`config.mk`:
```
export PLATFORM = sky130hd
export DESIGN_NAME = least_laxity_first_scheduler
export DESIGN_NICKNAME = d
export VERILOG_FILES = /design/src/rtl/llf_pkg.sv /design/src/rtl/llf_cfg_regs.sv /design/src/rtl/llf_task_store.sv /design/src/rtl/llf_step_unit.sv /design/src/rtl/least_laxity_first_scheduler.sv
export SDC_FILE = /design/constraint.sdc
export NUM_CORES = 1
export LEC_CHECK = 0
export ABC_AREA = 1
export ABC_CLOCK_PERIOD_IN_PS = 9400
export BUFFER_PORTS_ARGS = -buffer_cell sky130_fd_sc_hd__buf_2
export CAP_MARGIN = 20
export CORE_MARGIN = 1
export CORE_UTILIZATION = 45
export CTS_CLUSTER_SIZE = 10
export DETAILED_ROUTE_END_ITERATION = 12
export PLACE_DENSITY = 0.65
export SLEW_MARGIN = 20
export SYNTH_ARGS = -nofsm -noshare
export SYNTH_HDL_FRONTEND = slang
export SYNTH_SLANG_ARGS = --single-unit
```
`constraint.sdc`:
```
create_clock -name clk -period 9.4 [get_ports clk]
set_input_delay 1.88 -clock clk [delete_from_list [all_inputs] [get_ports clk]]
set_output_delay 1.88 -clock clk [all_outputs]
set_load 0.01 [all_outputs]
```
`src/rtl/llf_pkg.sv`:
```
`timescale 1ns / 1ps

package llf_pkg;

    localparam int CFG_INDEX_W    = 4;
    localparam int CFG_DATA_W     = 48;
    localparam int TASK_COUNT_W   = 3;
    localparam int TICK_W         = 32;
    localparam int TASK_ID_W      = 3;
    localparam int NUM_PARAM_REGS = 6;

    localparam logic [CFG_INDEX_W-1:0] REG_TASK_COUNT  = 4'd0;
    localparam logic [CFG_INDEX_W-1:0] REG_HYPERPERIOD = 4'd1;
    localparam logic [CFG_INDEX_W-1:0] REG_TASK0       = 4'd2;

    localparam int WORK_LSB     = 0;
    localparam int DEADLINE_LSB = 16;
    localparam int PERIOD_LSB   = 32;

    typedef enum logic [1:0] {
        ST_IDLE,
        ST_SCAN,
        ST_DECR,
        ST_FINISH
    } llf_state_t;

    typedef struct packed {
        logic reload;
        logic wr_en;
    } store_ctrl_t;

endpackage

```
`src/rtl/llf_cfg_regs.sv`:
```
`timescale 1ns / 1ps

module llf_cfg_regs
    import llf_pkg::*;
#(
    parameter int MAX_TASKS  = 6,
    parameter int TIME_WIDTH = 16,
    parameter int CNT_W      = 3
)
(
    input  logic                   clk,
    input  logic                   rst_n,
    input  logic                   cfg_valid,
    input  logic [CFG_INDEX_W-1:0] cfg_index,
    input  logic [CFG_DATA_W-1:0]  cfg_data,
    output logic [CNT_W-1:0]       used_count,
    output logic [TICK_W-1:0]      hyperperiod,
    output logic [TIME_WIDTH-1:0]  p_work [MAX_TASKS],
    output logic [TIME_WIDTH-1:0]  p_deadline [MAX_TASKS],
    output logic [TIME_WIDTH-1:0]  p_period [MAX_TASKS]
);

    logic [TASK_COUNT_W-1:0] task_count_reg;
    logic [TICK_W-1:0]       hyperperiod_reg;
    logic [TIME_WIDTH-1:0]   work_reg [MAX_TASKS];
    logic [TIME_WIDTH-1:0]   deadline_reg [MAX_TASKS];
    logic [TIME_WIDTH-1:0]   period_reg [MAX_TASKS];

    always_ff @(posedge clk or negedge rst_n)
    begin
        if (!rst_n)
        begin
            task_count_reg  <= TASK_COUNT_W'(1);
            hyperperiod_reg <= TICK_W'(1);
            for (int k = 0; k < MAX_TASKS; k++)
            begin
                work_reg[k]     <= '0;
                deadline_reg[k] <= '0;
                period_reg[k]   <= '0;
            end
        end
        else if (cfg_valid)
        begin
            if (cfg_index == REG_TASK_COUNT)
            begin
                task_count_reg <= cfg_data[TASK_COUNT_W-1:0];
            end
            if (cfg_index == REG_HYPERPERIOD)
            begin
                hyperperiod_reg <= cfg_data[TICK_W-1:0];
            end
            for (int k = 0; k < MAX_TASKS; k++)
            begin
                if (cfg_index == REG_TASK0 + CFG_INDEX_W'(k))
                begin
                    work_reg[k]     <= cfg_data[WORK_LSB +: TIME_WIDTH];
                    deadline_reg[k] <= cfg_data[DEADLINE_LSB +: TIME_WIDTH];
                    period_reg[k]   <= cfg_data[PERIOD_LSB +: TIME_WIDTH];
                end
            end
        end
    end

    assign used_count  = (task_count_reg > TASK_COUNT_W'(MAX_TASKS)) ? CNT_W'(MAX_TASKS)
                                                                     : CNT_W'(task_count_reg);
    assign hyperperiod = hyperperiod_reg;
    assign p_work      = work_reg;
    assign p_deadline  = deadline_reg;
    assign p_period    = period_reg;

endmodule

```
`src/rtl/llf_task_store.sv`:
```
`timescale 1ns / 1ps

module llf_task_store
    import llf_pkg::*;
#(
    parameter int MAX_TASKS  = 6,
    parameter int TIME_WIDTH = 16,
    parameter int IDX_W      = 3
)
(
    input  logic                         clk,
    input  logic                         rst_n,
    input  store_ctrl_t                  ctrl,
    input  logic [IDX_W-1:0]             idx,
    input  logic [TIME_WIDTH-1:0]        p_work [MAX_TASKS],
    input  logic [TIME_WIDTH-1:0]        p_deadline [MAX_TASKS],
    input  logic [TIME_WIDTH-1:0]        p_period [MAX_TASKS],
    input  logic [TIME_WIDTH-1:0]        wr_work,
    input  logic signed [TIME_WIDTH+1:0] wr_deadline,
    input  logic [TIME_WIDTH-1:0]        wr_period,
    output logic [TIME_WIDTH-1:0]        rd_work,
    output logic signed [TIME_WIDTH+1:0] rd_deadline,
    output logic [TIME_WIDTH-1:0]        rd_period
);

    logic [TIME_WIDTH-1:0]        work_reg [MAX_TASKS];
    logic signed [TIME_WIDTH+1:0] deadline_reg [MAX_TASKS];
    logic [TIME_WIDTH-1:0]        period_reg [MAX_TASKS];

    always_ff @(posedge clk or negedge rst_n)
    begin
        if (!rst_n)
        begin
            for (int k = 0; k < MAX_TASKS; k++)
            begin
                work_reg[k]     <= '0;
                deadline_reg[k] <= '0;
                period_reg[k]   <= '0;
            end
        end
        else if (ctrl.reload)
        begin
            for (int k = 0; k < MAX_TASKS; k++)
            begin
                work_reg[k]     <= p_work[k];
                deadline_reg[k] <= {2'b00, p_deadline[k]};
                period_reg[k]   <= p_period[k];
            end
        end
        else if (ctrl.wr_en)
        begin
            work_reg[idx]     <= wr_work;
            deadline_reg[idx] <= wr_deadline;
            period_reg[idx]   <= wr_period;
        end
    end

    assign rd_work     = work_reg[idx];
    assign rd_deadline = deadline_reg[idx];
    assign rd_period   = period_reg[idx];

endmodule

```
`src/rtl/llf_step_unit.sv`:
```
`timescale 1ns / 1ps

module llf_step_unit
    import llf_pkg::*;
#(
    parameter int TIME_WIDTH = 16,
    parameter int LAX_W      = 19
)
(
    input  logic                         decr_pass,
    input  logic                         t_nonzero,
    input  logic                         is_best,
    input  logic                         found,
    input  logic signed [LAX_W-1:0]      best_lax,
    input  logic [TIME_WIDTH-1:0]        work,
    input  logic signed [TIME_WIDTH+1:0] deadline,
    input  logic [TIME_WIDTH-1:0]        period_cnt,
    input  logic [TIME_WIDTH-1:0]        p_work,
    input  logic [TIME_WIDTH-1:0]        p_deadline,
    input  logic [TIME_WIDTH-1:0]        p_period,
    output logic [TIME_WIDTH-1:0]        new_work,
    output logic signed [TIME_WIDTH+1:0] new_deadline,
    output logic [TIME_WIDTH-1:0]        new_period,
    output logic signed [LAX_W-1:0]      lax,
    output logic                         take,
    output logic                         miss
);

    localparam logic [TIME_WIDTH+1:0] DEADLINE_MIN = {1'b1, {(TIME_WIDTH+1){1'b0}}};

    always_comb
    begin
        new_work     = work;
        new_deadline = deadline;
        new_period   = period_cnt;
        miss         = 1'b0;
        if (decr_pass)
        begin
            if (deadline != DEADLINE_MIN)
            begin
                new_deadline = deadline - (TIME_WIDTH+2)'(1);
            end
            if (is_best)
            begin
                new_work = work - TIME_WIDTH'(1);
            end
        end
        else if (t_nonzero && period_cnt != '0)
        begin
            new_period = period_cnt - TIME_WIDTH'(1);
            if (period_cnt == TIME_WIDTH'(1))
            begin
                miss         = (work != '0);
                new_work     = p_work;
                new_deadline = {2'b00, p_deadline};
                new_period   = p_period;
            end
        end
        lax  = {new_deadline[TIME_WIDTH+1], new_deadline} - {3'b000, new_work};
        take = !decr_pass && (new_work != '0) && (!found || lax < best_lax);
    end

endmodule

```
`src/rtl/least_laxity_first_scheduler.sv`:
```
`timescale 1ns / 1ps

// Least-laxity-first scheduler for a periodic set of up to MAX_TASKS tasks.
// Each input item is one time tick; restart set to 1 reloads every task from
// its parameter register, clears the halt and runs tick zero. Each item gives
// exactly one result item: the chosen task, an idle flag, a deadline-miss
// flag, a done flag and the tick number.
// The configuration channel is always ready. Register writes are to be made
// only while the block is idle, which the block does not enforce; they do not
// reload the task state. A tick scans the n tasks in use one per cycle
// through a shared laxity unit, then makes a second pass to age the deadlines
// when a task was chosen. An item goes from idle through the scan pass and,
// if a task was chosen, the deadline pass to finish, which writes the result
// register; a done tick goes straight to finish. The next item can be taken
// in the cycle the result appears. The input is ready only between ticks.
// Results are held in an output register; the next item may be accepted and
// processed while a result is stalled, and the block waits before writing
// its new result until the stalled one is taken.
// Reset clears the task state, the time and the halt, and sets task_count
// and hyperperiod to 1 and all task parameters to 0.
module least_laxity_first_scheduler
    import llf_pkg::*;
#(
    parameter int MAX_TASKS  = 6,
    parameter int TIME_WIDTH = 16
)
(
    input  logic                   clk,
    input  logic                   rst_n,
    input  logic                   cfg_valid,
    output logic                   cfg_ready,
    input  logic [CFG_INDEX_W-1:0] cfg_index,
    input  logic [CFG_DATA_W-1:0]  cfg_data,
    input  logic                   in_valid,
    output logic                   in_ready,
    input  logic                   restart,
    output logic                   out_valid,
    input  logic                   out_ready,
    output logic [TASK_ID_W-1:0]   chosen_task,
    output logic                   idle,
    output logic                   deadline_miss,
    output logic                   done_res,
    output logic [TICK_W-1:0]      tick_number
);

    localparam int IDX_W = (MAX_TASKS > 1) ? $clog2(MAX_TASKS) : 1;
    localparam int CNT_W = $clog2(MAX_TASKS + 1);
    localparam int LAX_W = TIME_WIDTH + 3;

    logic [CNT_W-1:0]             used_count;
    logic [TICK_W-1:0]            hyperperiod;
    logic [TIME_WIDTH-1:0]        p_work [MAX_TASKS];
    logic [TIME_WIDTH-1:0]        p_deadline [MAX_TASKS];
    logic [TIME_WIDTH-1:0]        p_period [MAX_TASKS];

    llf_state_t                   state_reg, state_next;
    logic [CNT_W-1:0]             k_reg, k_next;
    logic [IDX_W-1:0]             best_reg, best_next;
    logic signed [LAX_W-1:0]      best_lax_reg, best_lax_next;
    logic                         found_reg, found_next;
    logic                         miss_reg, miss_next;
    logic                         done_reg, done_next;
    logic [TICK_W-1:0]            time_reg, time_next;
    logic                         halted_reg, halted_next;

    logic                         out_valid_reg, out_valid_next;
    logic [TASK_ID_W-1:0]         out_chosen_reg, out_chosen_next;
    logic                         out_idle_reg, out_idle_next;
    logic                         out_miss_reg, out_miss_next;
    logic                         out_done_reg, out_done_next;
    logic [TICK_W-1:0]            out_tick_reg, out_tick_next;

    store_ctrl_t                  store_ctrl;
    logic [IDX_W-1:0]             idx;
    logic [TIME_WIDTH-1:0]        rd_work, new_work;
    logic signed [TIME_WIDTH+1:0] rd_deadline, new_deadline;
    logic [TIME_WIDTH-1:0]        rd_period, new_period;
    logic signed [LAX_W-1:0]      lax;
    logic                         take, step_miss;
    logic                         in_fire, eff_halted;
    logic [TICK_W-1:0]            eff_time;

    assign cfg_ready = 1'b1;
    assign idx       = k_reg[IDX_W-1:0];
    assign in_ready  = (state_reg == ST_IDLE);
    assign in_fire   = in_valid && in_ready;

    llf_cfg_regs #(
        .MAX_TASKS  (MAX_TASKS),
        .TIME_WIDTH (TIME_WIDTH),
        .CNT_W      (CNT_W)
    ) u_cfg (
        .clk         (clk),
        .rst_n       (rst_n),
        .cfg_valid   (cfg_valid),
        .cfg_index   (cfg_index),
        .cfg_data    (cfg_data),
        .used_count  (used_count),
        .hyperperiod (hyperperiod),
        .p_work      (p_work),
        .p_deadline  (p_deadline),
        .p_period    (p_period)
    );

    llf_task_store #(
        .MAX_TASKS  (MAX_TASKS),
        .TIME_WIDTH (TIME_WIDTH),
        .IDX_W      (IDX_W)
    ) u_store (
        .clk         (clk),
        .rst_n       (rst_n),
        .ctrl        (store_ctrl),
        .idx         (idx),
        .p_work      (p_work),
        .p_deadline  (p_deadline),
        .p_period    (p_period),
        .wr_work     (new_work),
        .wr_deadline (new_deadline),
        .wr_period   (new_period),
        .rd_work     (rd_work),
        .rd_deadline (rd_deadline),
        .rd_period   (rd_period)
    );

    llf_step_unit #(
        .TIME_WIDTH (TIME_WIDTH),
        .LAX_W      (LAX_W)
    ) u_step (
        .decr_pass    (state_reg == ST_DECR),
        .t_nonzero    (time_reg != '0),
        .is_best      (best_reg == idx),
        .found        (found_reg),
        .best_lax     (best_lax_reg),
        .work         (rd_work),
        .deadline     (rd_deadline),
        .period_cnt   (rd_period),
        .p_work       (p_work[idx]),
        .p_deadline   (p_deadline[idx]),
        .p_period     (p_period[idx]),
        .new_work     (new_work),
        .new_deadline (new_deadline),
        .new_period   (new_period),
        .lax          (lax),
        .take         (take),
        .miss         (step_miss)
    );

    always_ff @(posedge clk or negedge rst_n)
    begin
        if (!rst_n)
        begin
            state_reg <= ST_IDLE;
        end
        else
        begin
            state_reg <= state_next;
        end
    end

    always_ff @(posedge clk or negedge rst_n)
    begin
        if (!rst_n)
        begin
            k_reg         <= '0;
            best_reg      <= '0;
            found_reg     <= 1'b0;
            miss_reg      <= 1'b0;
            done_reg      <= 1'b0;
            time_reg      <= '0;
            halted_reg    <= 1'b0;
            out_valid_reg <= 1'b0;
        end
        else
        begin
            k_reg         <= k_next;
            best_reg      <= best_next;
            found_reg     <= found_next;
            miss_reg      <= miss_next;
            done_reg      <= done_next;
            time_reg      <= time_next;
            halted_reg    <= halted_next;
            out_valid_reg <= out_valid_next;
        end
    end

    always_ff @(posedge clk)
    begin
        best_lax_reg   <= best_lax_next;
        out_chosen_reg <= out_chosen_next;
        out_idle_reg   <= out_idle_next;
        out_miss_reg   <= out_miss_next;
        out_done_reg   <= out_done_next;
        out_tick_reg   <= out_tick_next;
    end

    assign eff_halted = restart ? 1'b0 : halted_reg;
    assign eff_time   = restart ? '0 : time_reg;

    always_comb
    begin
        state_next      = state_reg;
        k_next          = k_reg;
        best_next       = best_reg;
        best_lax_next   = best_lax_reg;
        found_next      = found_reg;
        miss_next       = miss_reg;
        done_next       = done_reg;
        time_next       = time_reg;
        halted_next     = halted_reg;
        store_ctrl      = '0;
        out_valid_next  = out_valid_reg && !out_ready;
        out_chosen_next = out_chosen_reg;
        out_idle_next   = out_idle_reg;
        out_miss_next   = out_miss_reg;
        out_done_next   = out_done_reg;
        out_tick_next   = out_tick_reg;

        unique case (state_reg)
            ST_IDLE:
            begin
                if (in_fire)
                begin
                    store_ctrl.reload = restart;
                    time_next   = eff_time;
                    halted_next = eff_halted;
                    done_next   = eff_halted || (eff_time >= hyperperiod);
                    k_next      = '0;
                    best_next   = '0;
                    found_next  = 1'b0;
                    miss_next   = 1'b0;
                    state_next  = (eff_halted || (eff_time >= hyperperiod)) ? ST_FINISH
                                                                            : ST_SCAN;
                end
            end
            ST_SCAN:
            begin
                if (k_reg == used_count)
                begin
                    k_next     = '0;
                    state_next = found_reg ? ST_DECR : ST_FINISH;
                end
                else
                begin
                    store_ctrl.wr_en = 1'b1;
                    miss_next        = miss_reg || step_miss;
                    if (take)
                    begin
                        found_next    = 1'b1;
                        best_next     = idx;
                        best_lax_next = lax;
                    end
                    k_next = k_reg + CNT_W'(1);
                end
            end
            ST_DECR:
            begin
                if (k_reg == used_count)
                begin
                    state_next = ST_FINISH;
                end
                else
                begin
                    store_ctrl.wr_en = 1'b1;
                    k_next           = k_reg + CNT_W'(1);
                end
            end
            ST_FINISH:
            begin
                if (!out_valid_reg || out_ready)
                begin
                    out_valid_next  = 1'b1;
                    out_done_next   = done_reg;
                    out_chosen_next = (!done_reg && found_reg) ? TASK_ID_W'(best_reg) : '0;
                    out_idle_next   = !done_reg && !found_reg;
                    out_miss_next   = !done_reg && miss_reg;
                    out_tick_next   = time_reg;
                    if (!done_reg)
                    begin
                        time_next   = time_reg + TICK_W'(1);
                        halted_next = miss_reg;
                    end
                    state_next = ST_IDLE;
                end
            end
            default:
            begin
                state_next = ST_IDLE;
            end
        endcase
    end

    assign out_valid     = out_valid_reg;
    assign chosen_task   = out_chosen_reg;
    assign idle          = out_idle_reg;
    assign deadline_miss = out_miss_reg;
    assign done_res      = out_done_reg;
    assign tick_number   = out_tick_reg;

    a_decr_needs_choice: assert property (@(posedge clk) disable iff (!rst_n)
        state_reg == ST_DECR |-> found_reg)
        else $error("Deadline pass entered without a chosen task.");

    a_scan_in_range: assert property (@(posedge clk) disable iff (!rst_n)
        (state_reg == ST_SCAN || state_reg == ST_DECR) |-> k_reg <= used_count)
        else $error("Task counter ran past the tasks in use.");

    a_done_result_clean: assert property (@(posedge clk) disable iff (!rst_n)
        out_valid && done_res |-> chosen_task == '0 && !idle && !deadline_miss)
        else $error("Done result carries tick outcome flags.");

    a_halt_after_miss: assert property (@(posedge clk) disable iff (!rst_n)
        $rose(halted_reg) |-> out_valid_reg && out_miss_reg)
        else $error("Scheduler halted without reporting a deadline miss.");

    a_chosen_not_idle: assert property (@(posedge clk) disable iff (!rst_n)
        out_valid && idle |-> chosen_task == '0 && !done_res)
        else $error("Idle result names a task or reports done.");

endmodule
```
======== After elaboration in Yosys (flattened, before gate mapping) ========
Index checks and enable logic that the tools add are counted.
storage, ports and cells
  flip-flop bits (word level) ............. 725
  input port bits ......................... 58
  output and inout port bits .............. 41
  logic and storage cells ................. 215
operators by class
  $add $sub $neg .......................... 6
  magnitude comparators ................... 5
  eq/ne operators ......................... 22
  muxes and demuxes ....................... 82
  bitwise logic cells ..................... 2
  reduce and logical (&&, ||, !) cells .... 45
operators with widths
  kind                   count
  $mux 96                4
  $mux 16                18
  $bmux 16 s3            5
  $mux 108               2
  $bwmux 96              2
  $mux 32                4
  $mux 18                7
  $bwmux 108             1
  $pmux 32 s2            1
  $bmux 18 s3            1
  $demux 18 s3           1
  $demux 16 s3           1
  $reduce_bool 16->1     3
  $add 32x1->32 const B  1
  $ge 32x32->1           1
  $reduce_bool 32->1     1
  $sub 16x1->16 const B  2
  $reduce_and 2->1       10
  $lt 19x19->1           1
  $sub 18x17->19         1
  $mux 1                 18
  $mux 3                 6
  $ne 18x18->1 const B   1
  $sub 18x2->18 const B  1
  other kinds (30)       69

======== Depth between registers and ports, before layout ========
  depth after elaboration ................. 15
  gate-level depth with buffers ........... 53
  gate-level depth less buffers ........... 49

======== Hierarchy ========
A second synthesis with hierarchy kept.
second synthesis, totals
  cell total of the unflattened synthesis .. 6434
  area, all modules ....................... 43530.5 um^2
modules (own cells, without submodules)
  module                        times used  cells an instance  area each (um^2)  seq. area each (um^2)
  llf_task_store                1           3091               18911.9           7507.2
  llf_cfg_regs                  1           1470               12931.2           8085.3
  least_laxity_first_scheduler  1           1187               8039.0            2837.7
  llf_step_unit                 1           686                3648.5            0.0

======== Worst setup path before layout ========
Ideal clock, no wire load.
  path kind ............................... register to register
  start point ............................. register k_reg[0] (netlist: idx[0])
  end point ............................... register best_lax_reg[0] (enable)
  setup time .............................. 0.395 ns
  arrival ................................. 6.953 ns
  data required time ...................... 9.005 ns
  slack ................................... 2.053 ns
  cell stages (with the launch flop) ...... 51
  buffers on the path ..................... 7
  clock period less this slack ............ 7.347 ns
  cells stage by stage .................... dfrtp_1 -> buf_6 -> inv_8 -> buf_6 -> buf_8 -> nor2_2 -> buf_6 -> buf_6 -> nand2_1 -> o21ai_1 -> nor4_4 -> inv_1 -> ha_1 -> inv_1 -> nor2_1 -> nand2_2 -> nor2_4 -> nand3_4 -> [15 not listed] -> o21ai_1 -> nand2_1 -> nand2_2 -> nand2_1 -> nand3_1 -> nand2_1 -> ha_1 -> nand2_1 -> inv_1 -> nand3_1 -> nor3_1 -> nand4_1 -> a31o_2 -> nand3_1 -> nand2_1 -> inv_1 -> nand2_1 -> nor2_1
between the ends
  longest elaborated chain between the ends .. 13
  elaborated cells on any way between the ends .. 40
  those cells by class .................... add/sub (3); order compare (1); eq/ne (4); mux (23); bitwise (2); reduce/logical (7)
RTL lines
  item                                                   RTL line                             RTL
  start, declared                                        least_laxity_first_scheduler.sv:57   logic [CNT_W-1:0] k_reg, k_next;
  start signal, assigned                                 least_laxity_first_scheduler.sv:175  k_reg <= k_next;
  branches (longest 8 deep; another with $sub 18x2->18)  --
  $sub 18x17->19 (*)                                     llf_step_unit.sv:59                  lax = {new_deadline[TIME_WIDTH+1], new_deadline} - {3'b000, new_work};
  net lax[18]                                            least_laxity_first_scheduler.sv:78   logic signed [LAX_W-1:0] lax;
  $lt 19x19->1 (*)                                       llf_step_unit.sv:60                  take = !decr_pass && (new_work != '0) && (!found || lax < best_lax);
  $logic_or 1x1->1 (*)                                   llf_step_unit.sv:60
  $logic_and 1x1->1 (*)                                  llf_step_unit.sv:60
  $reduce_and 3->1 (no source line) (*)                  --
  end signal, assigned                                   least_laxity_first_scheduler.sv:188  best_lax_reg <= best_lax_next;
  end, declared                                          least_laxity_first_scheduler.sv:59   logic signed [LAX_W-1:0] best_lax_reg, best_lax_next;
Mark *: on every way through the listed nets, which the timed path passes. The select of a mux whose other input is x is not followed.
A chain may end at the register's enable or synchronous reset.

======== Worst setup path after layout ========
  start point ............................. register k_reg[2] (netlist: idx[2])
  end point ............................... register best_lax_reg[9] (enable)
Same word-level chain as after synthesis.

==> flow_metrics.env <==
export IMPL_status="finished, final reports clean"
export IMPL_nNetsFinal=4846
export IMPL_io_buffers=97
export IMPL_die_area_um2=85900
export IMPL_dr_max_layer_used="met4"
export IMPL_ant_nets=0
export IMPL_via_count=34600
export IMPL_drc_errors=0
export IMPL_seqCellArea_um2=18400
export IMPL_yosys_warnings=0
export IMPL_io_pins=99
export IMPL_antenna_found_initial=0
export IMPL_cts_sinks=725
export IMPL_syn2layout_area_growth_pct=10.2
export IMPL_async_flop_share_pct=92.1
export IMPL_fmax_mhz=121
export IMPL_hold_buffers=0
export IMPL_clk_pin_slew_ns=0.06
export IMPL_core_area_um2=83700
export IMPL_worst_pin_slew_ns=1.06
export IMPL_max_stage_delay_ns=0.59
export IMPL_fin_cells=5891
export IMPL_crit_path_start_kind="register"
export IMPL_syn_inst=4715
export IMPL_fin_crit_ns=8.25
export IMPL_ys_ff_latch=725
export IMPL_crit_required_ns=9.73
export IMPL_clock_skew_ns=0.0320
export IMPL_gp_congestion=0.973
export IMPL_initial_core_util_pct=45.5
export IMPL_clock_latency_ns=0.67
export IMPL_slew_violations=0
export IMPL_rsz0062_at_grt="no"
export IMPL_synth_edf_count=57
export IMPL_powerDensity_nw_per_um2=379
export IMPL_clock_tree_buffer_depth=3
export IMPL_ys_types=63
export IMPL_first_pass_iters=7
export IMPL_rows=106
export IMPL_multi_input_area_um2=16100
export IMPL_wl_per_cell_um=22.7
export IMPL_final_period_utilization_pct=87.8
export IMPL_p_leak_nw=20.1
export IMPL_largest_reg_flops=108
export IMPL_final_cell_mix="nand2_1 (1368), dfrtp_1 (664), inv_1 (601), o21ai_0 (456), o221ai_1 (235)"
export IMPL_fillers=8108
export IMPL_drive_gt1_share_pct=8.20
export IMPL_wirelength_mm=134
export IMPL_die_w_um=293
export IMPL_postCtsSetupBuffers=0
export IMPL_diodes=0
export IMPL_grt_max_degree=163
export IMPL_track_usage_pct=31.1
export IMPL_met2_wirelength_mm=57.9
export IMPL_viasPerCell=5.88
export IMPL_met3_length_mm=13.3
export IMPL_synth_ff_type="dfrtp_1"
export IMPL_grt_pass1_vias=33400
export IMPL_finalSetupViolations=0
export IMPL_avgSynthCellArea_um2=8.08
export IMPL_cp_max_fo=32
export IMPL_fin_setup_tns_ns=0
export IMPL_yosysSeqAreaShare_pct=48.4
export IMPL_grt_overflow=0
export IMPL_wl_met1_mm=56.5
export IMPL_placed_cells=5756
export IMPL_drv_cap=0
export IMPL_syn_area_um2=38100
export IMPL_htreeDepth=3
export IMPL_synth_nets=4852
export IMPL_critPathMostFrequentCell="nand2_1"
export IMPL_cpMaxStageDelayCell="inv_2"
export IMPL_cts_tree="done"
export IMPL_end_kind="register"
export IMPL_die_height_um=293
export IMPL_dp_hpwl_mm=86.2
export IMPL_relSlewSlack_pct=28.4
export IMPL_grt_pass1_wl_mm=204
export IMPL_cts_resized=0
export IMPL_peakVddDrop_uv=341
export IMPL_arrival_ns=8.58
export IMPL_hold_viol_final=0
export IMPL_hp_class="register to register"
export IMPL_path_class="register to register"
export IMPL_cts_buffers_inserted=85
export IMPL_cts_root_buf="clkbuf_16"
export IMPL_drt_initial_drc_count=4141
export IMPL_final_common_cell="nand2_1"
==> final cells by class <==
class	count	share of cell area [%]
inverters	630	5.66
clock buffers	126	5.63
well taps	1134	3.38
repair buffers	172	2.66
flip-flops and latches	725	43.9
multi-input cells	3095	38.4
clock inverters	9	0.393
==> Yosys cell counts (all sizes together), types with 4 or more instances <==
master	instances	share of area (%)
o41ai	7	0.20
inv	624	6.2
nand4	77	1.3
xnor2	6	0.14
o22ai	117	1.9
o21bai	7	0.14
a221oi	4	0.092
edfxtp	57	4.5
o31ai	19	0.47
a21oi	124	1.6
o2111ai	5	0.11
nor2	223	2.5
clkinv	6	0.059
a31oi	7	0.11
nand2	1396	14
buf	90	1.6
xor2	18	0.41
nor4	9	0.19
o221ai	235	5.4
o21ai	469	6.2
ha	78	2.6
a211oi	7	0.14
nor3	40	0.55
nand3	153	2.2
a22oi	13	0.27
o211ai	65	1.3
dfrtp	666	44
clkbuf	175	1.7
==> stage by stage <==
stage / utilization (%) / area [um^2] / hold WS [ns] / power (mW) / setup slack [ns]
final: 50.2 / 42000 / 0.478 / 15.9 / 1.15
after global routing: 50.2 / 42000 / 0.494 / 17.0 / 0.429
after CTS: 50.2 / 42000 / 0.482 / 15.7 / 1.27
after detailed placement: 47.2 / 39500 / 0.469 / 12.6 / 1.30
after global placement: 47.1 / 39500 / 0.459 / 12.5 / 1.43
after floorplan: - / 38100 / 0.446 / 10.0 / 2.05
==> worst max-delay path, delay by kind of cell (launching register included) <==
kind,cells,cell delay [ns]
flops,1,0.44
buf+inv,8,1.56
compound gates,9,1.56
fa+ha+maj,4,1.24
simple gates,22,3.08
==> final timing paths <==
path / to / from / cells after the start / slack [ns]
max: best_lax_reg[9] / idx[2] / 43 / 1.15
min: tick_number[24] / time_reg[24] / 0 / 0.48
max reg2reg: best_lax_reg[9] / idx[2] / 43 / 1.15
min reg2reg: tick_number[24] / time_reg[24] / 0 / 0.48
max in group asynchronous: u_cfg.p_work[54] / rst_n / 2 / 6.68
min in group asynchronous: u_store.deadline_reg[20] / rst_n / 1 / 1.24
==> report_power, final <==
part	leakage [nW]	total, mW	internal, mW	switching [mW]
registers	9.15	4.79	4.26	0.529
logic	9.74	8.00	2.38	5.62
clock network	1.22	3.13	1.79	1.34
total	20.1	15.9	8.43	7.49
==> layer usage <==
| layer | vias up | GRT usage, % |
|---|---|---|
| met5 | - | 0 |
| met4 | 0 | 13.6 |
| met3 | 336 | 6.05 |
| met2 | 1881 | 47.1 |
| met1 | 16700 | 43.5 |
| li1 | 15700 | - |
==> cell families (layout without fill, tap and decap cells) <==
group           after synthesis  after routing  share of synthesized area, %
other cells                   1              1                       0.00984
mux                           1              1                        0.0295
buf+inv                     895            937                          9.53
compound gates             1087           1087                          18.2
simple gates               1903           1903                          20.7
xor+xnor                     24             24                         0.552
flops                       725            725                          48.4
fa+ha+maj                    79             79                          2.61
No activity file was read; power rests on OpenSTA's default activity.
